### src/sv/lvs_pkg.sv
package lvs_pkg;

    localparam int PIXEL_W     = 8;
    localparam int DIM_W       = 13;
    localparam int VAR_W       = 28;
    localparam int COUNT_W     = 24;
    localparam int CFG_INDEX_W = 4;
    localparam int RESP_W      = 11;
    localparam int SQ_W        = 21;
    localparam int FRAC_W      = 8;
    localparam int MIN_DIM     = 3;
    localparam int QUEUE_DEPTH = 2;

    localparam int DEF_MAX_WIDTH  = 4096;
    localparam int DEF_MAX_HEIGHT = 4096;

    localparam logic [DIM_W-1:0] WIDTH_RESET  = 13'd640;
    localparam logic [DIM_W-1:0] HEIGHT_RESET = 13'd480;

    localparam logic [CFG_INDEX_W-1:0] REG_FRAME_WIDTH  = 4'd0;
    localparam logic [CFG_INDEX_W-1:0] REG_FRAME_HEIGHT = 4'd1;

    typedef struct packed {
        logic full;
        logic nonempty;
    } queue_status_t;

    typedef enum logic [2:0] {
        B_IDLE,
        B_MUL_A,
        B_MUL_B,
        B_MUL_D,
        B_CHECK,
        B_SAT,
        B_DIV,
        B_DONE
    } back_state_t;

endpackage

### src/sv/lvs_queue.sv
module lvs_queue
    import lvs_pkg::*;
#(
    parameter int EW    = 8,
    parameter int DEPTH = QUEUE_DEPTH
)
(
    input  logic          clk,
    input  logic          rst_n,
    input  logic          push,
    input  logic [EW-1:0] push_data,
    input  logic          pop,
    output logic [EW-1:0] pop_data,
    output queue_status_t stat
);

    localparam int PTR_W = (DEPTH > 1) ? $clog2(DEPTH) : 1;
    localparam int CNT_W = $clog2(DEPTH + 1);

    logic [EW-1:0]    entry_reg [DEPTH];
    logic [PTR_W-1:0] head_reg;
    logic [PTR_W-1:0] head_next;
    logic [PTR_W-1:0] tail_reg;
    logic [PTR_W-1:0] tail_next;
    logic [CNT_W-1:0] count_reg;
    logic [CNT_W-1:0] count_next;

    assign stat.full     = (count_reg == CNT_W'(DEPTH));
    assign stat.nonempty = (count_reg != '0);
    assign pop_data      = entry_reg[head_reg];

    always_comb
    begin
        head_next  = head_reg;
        tail_next  = tail_reg;
        count_next = count_reg;
        if (push)
            tail_next = (tail_reg == PTR_W'(DEPTH - 1)) ? '0 : tail_reg + PTR_W'(1);
        if (pop)
            head_next = (head_reg == PTR_W'(DEPTH - 1)) ? '0 : head_reg + PTR_W'(1);
        if (push && !pop)
            count_next = count_reg + CNT_W'(1);
        else if (pop && !push)
            count_next = count_reg - CNT_W'(1);
    end

    always_ff @(posedge clk or negedge rst_n)
    begin
        if (!rst_n)
        begin
            head_reg  <= '0;
            tail_reg  <= '0;
            count_reg <= '0;
        end
        else
        begin
            head_reg  <= head_next;
            tail_reg  <= tail_next;
            count_reg <= count_next;
        end
    end

    always_ff @(posedge clk)
    begin
        if (push)
            entry_reg[tail_reg] <= push_data;
    end

endmodule

### config.mk
export PLATFORM = sky130hd
export DESIGN_NAME = lvs_queue
export DESIGN_NICKNAME = d
export VERILOG_FILES = /design/src/sv/lvs_pkg.sv /design/src/sv/lvs_queue.sv
export SDC_FILE = /design/constraint.sdc
export NUM_CORES = 1
export LEC_CHECK = 0
export BUFFER_PORTS_ARGS = -buffer_cell sky130_fd_sc_hd__buf_2
export CAP_MARGIN = 15
export CORE_MARGIN = 2
export CORE_UTILIZATION = 48
export CTS_CLUSTER_DIAMETER = 40
export DETAILED_ROUTE_END_ITERATION = 10
export PLACE_DENSITY = 0.78
export SETUP_SLACK_MARGIN = 0.15
export SYNTH_ARGS = -nofsm -noshare
export SYNTH_HDL_FRONTEND = slang
export SYNTH_SLANG_ARGS = --single-unit
### constraint.sdc
create_clock -name clk -period 1.4 [get_ports clk]
set_input_delay 0.28 -clock clk [delete_from_list [all_inputs] [get_ports clk]]
set_output_delay 0.28 -clock clk [all_outputs]
set_load 0.01 [all_outputs]
==> results by group <==
Clocking
  • Num CTS Buffers: 3
  • Clock transition at path regs: 110 ps
  • CTS H-Tree Depth: 1
  • Clk_lat worst skew: 290 ps
  • Clock tree root driver cell: clkbuf_4
  • CTS tree: built
  • Max clock buf depth: 2
  • Clk sinks: 20

Yosys
  • Fraction of registers with async set/reset: 0.200
  • Mapped Cells: approximately 40
  • Commonest cells in the netlist: 16 x edfxtp_1, 8 x mux2_2, 4 x dfrtp_1, 4 x xor2_1
  • Cell type with the highest aggregate area in the netlist: edfxtp_1
  • Sequential area share after synthesis: 0.751
  • Seq cells post-synth: 20
  • Synth Flop Type: edfxtp_1
  • Post-synth EDFFs: 16
  • Cell with the most instances after synthesis: edfxtp_1
  • Synth Area per Inst: 18.9 µm²
  • Post-synth cell types: 13
  • Syn Nets: 54
  • Ys Warns: 0
  • Ranking of synthesized cells by area: edfxtp_1 62%, dfrtp_1 13%, mux2_2 12%
  • Mapped cell area: 773 µm²
  • Share of the synthesized area in the top cell type: 0.621

Floorplanning
  • CORE AREA: 1510 µm²
  • I/O Pins: 22
  • Die width: about 44 µm
  • Core Rows: 14
  • Starting density of the core: 0.513
  • Area of the die: 1950 µm²
  • Die Height: 44.1 µm

Place
  • Worst slack at placement: 29.9 ps
  • Final GP Congestion: 0.709
  • PortBufs: 21
  • Detailed Place HPWL: 773 µm
  • Number of instances in the placed design: between 70 and 80

GRT
  • Initial antenna violation count: 0
  • Largest net degree at the start of global routing: 12
  • GR Util All Layers: 0.153
  • First-pass GRT wire length: 2040 µm
  • Vias in the first global route: 470
  • Gr ovfl total: 0

Detailed routing
  • DRT antenna net count: 0
  • DRC viols: 0
  • 1st-pass router iterations: 4
  • Via Count: 447
  • DR vias/cell: 4.91
  • DR WL/cell: 13.4 µm
  • Total wire length: around 1200 µm
  • Number of DRC markers in iteration 0: 8

Timing
  • Slew HR: 0.746
  • Tmin final: 1560 ps
  • Setup TNS: -1200 ps
  • Fmax: about 0.64 GHz
  • Final setup fails: 8
  • Fin worst setup slack: -163 ps
  • Measured slew at the worst slew-check pin: 381 ps
  • Tcrit/Tclk final: 1.12
  • Final Hold Vio Count: 0
  • Final Skew: 2.89 ps
  • Fin. max-slew vios: 0
  • RSZ-0062 raised after global routing: true

Finish
  • Share of layout cells above drive strength 1: 0.587
  • Sequential Area: 582 µm²
  • Non-filler cells, final: between 90 and 100
  • Max reg flops: 16
  • Diodes inserted: 0
  • Area delta synth->final: 38.2%
  • Post-layout util: 0.709
  • Fill count: 113
  • Multi-input logic area: about 180 µm²
  • Final Net Count: a little under 90

Run
  • Max Cap Viol: 0

Run status
  • Violated checks: negative setup slack
  • Status: finished, violations left

Critical path
  • CP Launch Type: flip-flop
  • CP max-delay cell: dfrtp_2
  • CP Max Fanout: 4
  • Crit path DAT: 1280 ps
  • Crit path cell chain: buf_6 > mux2_4 > buf_6
  • CP startpoint: head_reg
  • Cell mode on critical path: buf_6
  • Critical Path RT: 1120 ps
  • Endpoint class of the critical path: output pin
  • Crit path kind: flip-flop to output pin
  • Crit-path max cell delay: 440 ps
  • R2r startpoint: count_reg[0]

Min path
  • Worst hold path class: input pin to flip-flop
  • Hold Path Origin: pop

Power
  • PwrDens: approximately 2000 nW/µm²
  • Worst VDD drop: 1250 µV
  • Leakage: ~0.00045 µW
  • Total power: 2080 µW
power breakdown:
part / total [µW] / switching, µW / internal, µW
clock: 268 / 164 / 104
sequential: 878 / 67.3 / 811
combinational: 933 / 344 / 588
path summary, 6_finish.rpt:
| path | cells past startpoint | slack (ps) | endpoint |
|---|---|---|---|
| max reg2reg | 5 | 250 | count_reg[1] |
| min in group asynchronous | 2 | 310 | head_reg |
| min reg2reg | 1 | 490 | tail_reg |
| max in group asynchronous | 2 | 960 | head_reg |
| min | 2 | 160 | head_reg |
| max | 3 | -160 | pop_data[1] |
routing by layer:
layer  vias up  routed length (µm)  GRT usage
li1        217                   -          -
met1       213                 518      0.176
met2        15                 634      0.256
met3         2                  53     0.0408
met4         0                  16     0.0909
met5         -                   0          0
metrics by stage:
| stage | hold WS [ps] | instance area (µm²) |
|---|---|---|
| floorplan | -15.6 | 773 |
| global placement | 85.9 | 902 |
| detailed placement | 93.2 | 902 |
| CTS | 155 | 1050 |
| global route | 128 | 1070 |
| finish | 162 | 1070 |
critical path, delay by kind of cell (launching register included):
| kind | cells | cell delay, ps |
|---|---|---|
| muxes | 1 | 290 |
| buffers and inverters | 2 | 260 |
| DFF | 1 | 440 |
cell families after synthesis:
| logic type | count (synthesis) | share of synthesized area |
|---|---|---|
| adder cells (fa/ha/maj) | 1 | 0.0162 |
| AND/OR/NAND/NOR | 5 | 0.0405 |
| flip-flops | 20 | 0.751 |
| buffers and inverters | 2 | 0.0194 |
| XOR/XNOR | 5 | 0.0566 |
| multiplexers | 8 | 0.117 |
placed cells by master (no fill, tap or decap), drive strengths merged:
cell type	instances
and2b	1
clkinv	1
or2	1
and2	1
nor2b	1
edfxtp	16
mux2	8
buf	30
ha	1
xnor2	1
nor2	1
xor2	4
dfrtp	4
clkbuf	3
dlygate4sd3	1
inv	1
repair_timing:
item	in CTS	in global routing
setup endpoints to repair	10	10
pin swaps	1	0
endpoints found under the hold margin	4	0
buffers inserted	6	1
hold buffers	1	0
gates resized for setup	14	2
cell type report:
type	instances	area share
Timing Repair Buffer	31	0.237
Clock buffer	3	0.0211
Tap cell	16	0.0187
Multi-Input combinational cell	19	0.172
Inverter	1	0.00351
Sequential cell	20	0.544
Clock inverter	1	0.00351
No activity file was read; power rests on OpenSTA's default activity.
