## src/sv/lvs_pkg.sv

```systemverilog
package lvs_pkg;

    localparam int PIXEL_W     = 8;
    localparam int DIM_W       = 13;
    localparam int VAR_W       = 28;
    localparam int COUNT_W     = 24;
    localparam int CFG_INDEX_W = 4;
    localparam int RESP_W      = 11;
    localparam int SQ_W        = 21;
    localparam int FRAC_W      = 8;
    localparam int MIN_DIM     = 3;
    localparam int QUEUE_DEPTH = 2;

    localparam int DEF_MAX_WIDTH  = 4096;
    localparam int DEF_MAX_HEIGHT = 4096;

    localparam logic [DIM_W-1:0] WIDTH_RESET  = 13'd640;
    localparam logic [DIM_W-1:0] HEIGHT_RESET = 13'd480;

    localparam logic [CFG_INDEX_W-1:0] REG_FRAME_WIDTH  = 4'd0;
    localparam logic [CFG_INDEX_W-1:0] REG_FRAME_HEIGHT = 4'd1;

    typedef struct packed {
        logic full;
        logic nonempty;
    } queue_status_t;

    typedef enum logic [2:0] {
        B_IDLE,
        B_MUL_A,
        B_MUL_B,
        B_MUL_D,
        B_CHECK,
        B_SAT,
        B_DIV,
        B_DONE
    } back_state_t;

endpackage

```

## src/sv/lvs_back.sv

```systemverilog
module lvs_back
    import lvs_pkg::*;
#(
    parameter int MAX_WIDTH  = DEF_MAX_WIDTH,
    parameter int MAX_HEIGHT = DEF_MAX_HEIGHT,
    localparam int XW = $clog2(MAX_WIDTH),
    localparam int YW = $clog2(MAX_HEIGHT),
    localparam int CW = XW + YW,
    localparam int SW = CW + RESP_W + 1,
    localparam int QW = CW + SQ_W
)
(
    input  logic                 clk,
    input  logic                 rst_n,
    input  queue_status_t        q_stat,
    input  logic [CW-1:0]        q_count,
    input  logic signed [SW-1:0] q_sum,
    input  logic [QW-1:0]        q_sq,
    output logic                 pop,
    output logic                 out_valid,
    input  logic                 out_ready,
    output logic [VAR_W-1:0]     variance_q8,
    output logic [COUNT_W-1:0]   interior_count
);

    localparam int PW      = 2 * SW;
    localparam int NW      = PW + FRAC_W;
    localparam int MAXSTEP = (SW > VAR_W) ? SW : VAR_W;
    localparam int STEP_W  = $clog2(MAXSTEP);

    back_state_t        state_reg;
    back_state_t        state_next;
    logic               load_out;

    logic [STEP_W-1:0]  cnt_reg;
    logic               last_step;
    logic [CW-1:0]      n_reg;
    logic [SW-1:0]      mag_reg;
    logic [SW-1:0]      q_mag;
    logic [PW-1:0]      mcand_reg;
    logic [SW-1:0]      mplier_reg;
    logic [PW-1:0]      prod_reg;
    logic [PW-1:0]      prod_sum;
    logic [PW-1:0]      a_reg;
    logic [PW-1:0]      b_reg;
    logic [PW:0]        diff;
    logic [NW-1:0]      num_reg;
    logic [NW-1:0]      dv_reg;
    logic [NW:0]        trial;
    logic [VAR_W-1:0]   q_reg;

    logic               out_valid_reg;
    logic [VAR_W-1:0]   variance_reg;
    logic [COUNT_W-1:0] count_out_reg;

    assign q_mag     = q_sum[SW-1] ? (~q_sum + SW'(1)) : q_sum;
    assign last_step = (cnt_reg == '0);
    assign prod_sum  = prod_reg + (mplier_reg[0] ? mcand_reg : '0);
    assign diff      = {1'b0, a_reg} - {1'b0, b_reg};
    assign trial     = {1'b0, num_reg} - {1'b0, dv_reg};

    always_comb
    begin
        state_next = state_reg;
        unique case (state_reg)
            B_IDLE:  if (q_stat.nonempty) state_next = B_MUL_A;
            B_MUL_A: if (last_step) state_next = B_MUL_B;
            B_MUL_B: if (last_step) state_next = B_MUL_D;
            B_MUL_D: if (last_step) state_next = B_CHECK;
            B_CHECK: state_next = ((n_reg == '0) || diff[PW]) ? B_DONE : B_SAT;
            B_SAT:   state_next = trial[NW] ? B_DIV : B_DONE;
            B_DIV:   if (last_step) state_next = B_DONE;
            B_DONE:  if (!out_valid_reg || out_ready) state_next = B_IDLE;
            default: state_next = B_IDLE;
        endcase
    end

    always_comb
    begin
        pop      = 1'b0;
        load_out = 1'b0;
        unique case (state_reg)
            B_IDLE:  pop = q_stat.nonempty;
            B_DONE:  load_out = !out_valid_reg || out_ready;
            default:
            begin
                pop      = 1'b0;
                load_out = 1'b0;
            end
        endcase
    end

    always_ff @(posedge clk or negedge rst_n)
    begin
        if (!rst_n)
        begin
            state_reg     <= B_IDLE;
            cnt_reg       <= '0;
            out_valid_reg <= 1'b0;
        end
        else
        begin
            state_reg <= state_next;
            if (load_out)
                out_valid_reg <= 1'b1;
            else if (out_ready)
                out_valid_reg <= 1'b0;
            unique case (state_reg)
                B_IDLE:  cnt_reg <= STEP_W'(CW - 1);
                B_MUL_A: cnt_reg <= last_step ? STEP_W'(SW - 1) : cnt_reg - STEP_W'(1);
                B_MUL_B: cnt_reg <= last_step ? STEP_W'(CW - 1) : cnt_reg - STEP_W'(1);
                B_MUL_D: cnt_reg <= cnt_reg - STEP_W'(1);
                B_SAT:   cnt_reg <= STEP_W'(VAR_W - 1);
                B_DIV:   cnt_reg <= cnt_reg - STEP_W'(1);
                default: cnt_reg <= cnt_reg;
            endcase
        end
    end

    // shift-add multiplies, then restoring division one quotient bit per cycle
    always_ff @(posedge clk)
    begin
        unique case (state_reg)
            B_IDLE:
            begin
                n_reg      <= q_count;
                mag_reg    <= q_mag;
                mcand_reg  <= PW'(q_sq);
                mplier_reg <= SW'(q_count);
                prod_reg   <= '0;
            end
            B_MUL_A, B_MUL_B, B_MUL_D:
            begin
                prod_reg   <= prod_sum;
                mcand_reg  <= mcand_reg << 1;
                mplier_reg <= mplier_reg >> 1;
                if (last_step)
                begin
                    prod_reg <= '0;
                    if (state_reg == B_MUL_A)
                    begin
                        a_reg      <= prod_sum;
                        mcand_reg  <= PW'(mag_reg);
                        mplier_reg <= mag_reg;
                    end
                    else if (state_reg == B_MUL_B)
                    begin
                        b_reg      <= prod_sum;
                        mcand_reg  <= PW'(n_reg);
                        mplier_reg <= SW'(n_reg);
                    end
                    else
                    begin
                        dv_reg <= NW'(prod_sum) << VAR_W;
                    end
                end
            end
            B_CHECK:
            begin
                num_reg <= {diff[PW-1:0], FRAC_W'(0)};
                q_reg   <= '0;
            end
            B_SAT:
            begin
                if (!trial[NW])
                    q_reg <= '1;
                else
                    dv_reg <= dv_reg >> 1;
            end
            B_DIV:
            begin
                if (!trial[NW])
                    num_reg <= trial[NW-1:0];
                q_reg  <= {q_reg[VAR_W-2:0], !trial[NW]};
                dv_reg <= dv_reg >> 1;
            end
            default:
            begin
                q_reg <= q_reg;
            end
        endcase
        if (load_out)
        begin
            variance_reg  <= q_reg;
            count_out_reg <= COUNT_W'(n_reg);
        end
    end

    assign out_valid      = out_valid_reg;
    assign variance_q8    = variance_reg;
    assign interior_count = count_out_reg;

endmodule

```

## config.mk

```make
export PLATFORM = sky130hd
export DESIGN_NAME = lvs_back
export DESIGN_NICKNAME = d
export VERILOG_FILES = /design/src/sv/lvs_pkg.sv /design/src/sv/lvs_back.sv
export SDC_FILE = /design/constraint.sdc
export NUM_CORES = 1
export LEC_CHECK = 0
export BUFFER_PORTS_ARGS = -buffer_cell sky130_fd_sc_hd__buf_2
export CAP_MARGIN = 30
export CORE_ASPECT_RATIO = 1.75
export CORE_MARGIN = 2
export CORE_UTILIZATION = 35
export CTS_BUF_LIST = sky130_fd_sc_hd__clkbuf_8
export DETAILED_ROUTE_END_ITERATION = 6
export MAX_ROUTING_LAYER = met4
export SYNTH_ARGS = -nofsm -noshare
export SYNTH_HDL_FRONTEND = slang
export SYNTH_SLANG_ARGS = --single-unit
```

## constraint.sdc

```tcl
create_clock -name clk -period 11.6 [get_ports clk]
set_input_delay 1.16 -clock clk [delete_from_list [all_inputs] [get_ports clk]]
set_output_delay 1.16 -clock clk [all_outputs]
set_load 0.05 [all_outputs]
```

==> metrics.txt <==
Ports=roughly 160; CTS Hold Buffers Added=0; hold crit path type=in -> async; main combinational cell family by area after synthesis=compound AO/OA/AOI/OAI gates; Core Rows=160; maximum clock frequency=152 MHz; CP dominant cell by count=a21oi_1; CTS H-tree depth=3; CTS max path bufs=3; Detailed Routing Iterations Pass 1=6; gr ovfl total=0; PwrDens=~270 nW/um2; average wire per standard cell=19.1 um; post-DP HPWL=between 70000 and 80000 um; Cells after Synth=approximately 3900; Worst IR Drop VDD=~0.12 mV; Mapped Nets=approximately 4200; final setup violating endpoints=0; leakage power=approximately 17 nW; Routed Antenna Nets=0; Final Core Density=0.391; Via-to-Cell Ratio=around 5.4; internal cell power=between 6 and 7 mW; Synthesis Warnings=0; Final WS setup=~5.0 ns; Root Buffer=clkbuf_8; initial core utilization=0.353; RSZ-0062 raised after global routing=false; adder-cell share of the synthesized area=0.0750; MaxCap Viol Count=0; Yosys reg bits=between 600 and 700; total global-route track usage=0.191; Starting DRT DRC Count=around 1600; Hold Worst Slack=around 0.25 ns; largest net degree at the start of global routing=99; xor and xnor area share after synthesis=0.0546; Port-buffer cells=162; compound-gate portion of the synthesized area=0.183; Final Slew Violations=0; layout cells sized above 1=0.0960; die span in x=254 um; postcts setup bufs=0; pre-CTS WS=about 5 ns; endpoint class of the critical path=flop; area growth from synthesis to layout=10.9%; count of cell types in the netlist=between 80 and 90; initial antenna violation count=2; total core area=between 100000 and 150000 um2; Worst Setup Start Kind=flop; Total Neg Setup Slack=0 ns; area of the multi-input gates=roughly 18000 um2; PostCTS Resize Cnt=0; final non-filler cell total=5481; crit-path cells=ha_1 -> a21oi_1 -> o21ai_0 -> or4_1 -> a311oi_1 -> nor2_1 -> a21oi_1 -> o21ai_0 -> a21oi_1 -> o21a_1 -> o21a_1 -> a21o_4 -> buf_4; Top delay family on crit path=compound AO/OA/AOI/OAI gates; Seq. cell area=19000 um2; worst reg2reg startpoint=num_reg[25]$_DFFE_PP_; Worst EP required=between 10 and 15 ns; Synth Cell Area=38300 um2; Gate power share=0.496; Post-synth top flop=edfxtp_1; CTS Buf Count=~90; sequential share of power=0.342; number of global-route vias before repair=slightly below 30000; fin crit share=0.567; Nets=~4300; drt drc=0; count of final hold-check violations=0; critical path buffer and inverter count=1; Setup CP Type=reg -> reg; ys async rst share=0.0158; slowest cell on the critical path=buf_4; clock share of power=0.162; Clk pin slew, worst setup/hold paths=0.07 ns; Clock Skews=~0.074 ns; sw frac=0.428; P_sw=between 4 and 5 mW; Critical Path Fanout Max=62; Skew-Pair Late Insertion Delay=around 0.79 ns; Mean Syn Cell Area=just under 10 um2; CP Data Arrival Time=around 6.9 ns; WL final=roughly 100000 um; Fillers=between 10000 and 15000; Synth Area in Simple Gates=0.145; Routability Congestion=~0.90; Die Y-Extent=between 400 and 500 um; Max-Slew Margin vs Limit=0.256; clock sink count=between 600 and 700; status=complete, no violations; die area=112000 um2; CP peak stage delay=~0.77 ns; min Tclk post-route=approximately 6.6 ns; transition time at the pin with the least slew margin=~1.1 ns; Cells after DPL=between 5000 and 6000; Post-synth EDFFs=approximately 620; sequential area share after synthesis=0.495; post-synthesis mux area share=0.00242; first-pass GRT wire length=roughly 160000 um; Vias=just under 30000; crit path launch=num_reg[25]$_DFFE_PP_; CTS tree=built
-- placed cells by master (no fill, tap or decap), types with 39 or more instances in the layout --
cell type	Yosys	routed
a21oi_1	371	370
inv_1	254	261
and2_1	124	123
a221oi_1	39	39
nor2_1	384	379
edfxtp_1	624	624
xor2_1	96	96
clkbuf_8	0	93
ha_1	225	225
nand3_1	55	54
and3_1	59	58
nand4_1	68	68
xnor2_1	143	143
o21ai_0	242	241
o21bai_1	51	51
a21o_1	135	134
buf_2	2	163
nand2_1	343	340
-- layer usage --
layer	up-vias	share of wire	GRT usage
met5	-	0	-
met4	0	0.046	0.0874
met3	230	0.036	0.0215
met2	703	0.54	0.350
met1	14200	0.38	0.202
li1	14200	-	-
-- stage by stage --
step,total power [mW],area [um2]
6_report,11.6,42500
5_1_grt,12.4,42500
4_1_cts,11.6,42400
3_5_place_dp,9.72,40600
3_3_place_gp,9.60,40500
2_1_floorplan,7.97,38300
-- final cells by class --
class	count	share of cell area
tap	1458	0.0429
sequential	634	0.447
multi-input combinational	2773	0.418
clock inverter	72	0.0137
inverter	254	0.0226
clock buffer	93	0.0301
timing repair buffer	196	0.0263
antenna	1	0.0000589
-- final timing paths --
check / cells after the start / slack, ns / to
min in group clk: 0 / 0.45 / variance_q8[27]$_DFFE_PP_
max in group asynchronous: 1 / 11.09 / cnt_reg[3]$_DFFE_PN0P_
worst max register to register: 13 / 5.03 / dv_reg[66]$_DFFE_PP_
worst min-delay path: 1 / 0.25 / cnt_reg[4]$_DFFE_PN0P_
worst max-delay path: 13 / 5.03 / dv_reg[66]$_DFFE_PP_
worst min register to register: 0 / 0.45 / variance_q8[27]$_DFFE_PP_
-- synthesized netlist by cell type (11+ instances only) --
library cell | n | area share
edfxtp_1 | 624 | 0.49
nor2_1 | 384 | 0.038
a21oi_1 | 371 | 0.048
nand2_1 | 343 | 0.034
inv_1 | 254 | 0.025
o21ai_0 | 242 | 0.032
ha_1 | 225 | 0.073
clkbuf_1 | 185 | 0.018
xnor2_1 | 143 | 0.033
a21o_1 | 135 | 0.026
and2_1 | 124 | 0.020
xor2_1 | 96 | 0.022
nand4_1 | 68 | 0.011
and3_1 | 59 | 0.0096
nand3_1 | 55 | 0.0072
o21bai_1 | 51 | 0.010
a221oi_1 | 39 | 0.0089
a31oi_1 | 37 | 0.0060
nor3_1 | 34 | 0.0044
o31ai_1 | 31 | 0.0061
a211oi_1 | 27 | 0.0053
nand2b_1 | 25 | 0.0041
o21a_1 | 22 | 0.0043
nor2b_1 | 20 | 0.0033
o211ai_1 | 18 | 0.0035
or3_1 | 17 | 0.0028
a22oi_1 | 16 | 0.0031
nor4_1 | 15 | 0.0024
or4_1 | 11 | 0.0022
-- power groups by stage --
stage               clock network [mW]  logic (mW)  registers (mW)
finish                            1.88        5.75            3.96
CTS                               1.94        5.73            3.97
global route                      2.02        6.34            4.02
floorplan                            0        3.98            3.99
detailed placement                   0        5.71            4.01
global placement                     0        5.61            3.99
-- cell families (layout without fill, tap and decap cells) --
group	Yosys count	after routing
DFF	634	634
adders and majority gates	228	228
muxes	9	9
other	0	1
and+or+nand+nor	1186	1186
xor gates and xnor gates	239	239
buffers and inverters	452	615
AOI/OAI and AO/OA	1111	1111
-- worst register-to-register path, cell delays in order, from the launching register on --
cell and delay [ns]:
edfxtp_1 0.39, ha_1 0.38, a21oi_1 0.25, o21ai_0 0.24, or4_1 0.62, a311oi_1 0.68, nor2_1 0.17, a21oi_1 0.65
o21ai_0 0.31, a21oi_1 0.28, o21a_1 0.19, o21a_1 0.68, a21o_4 0.42, buf_4 0.78
Power figures use the tool's default switching activity.
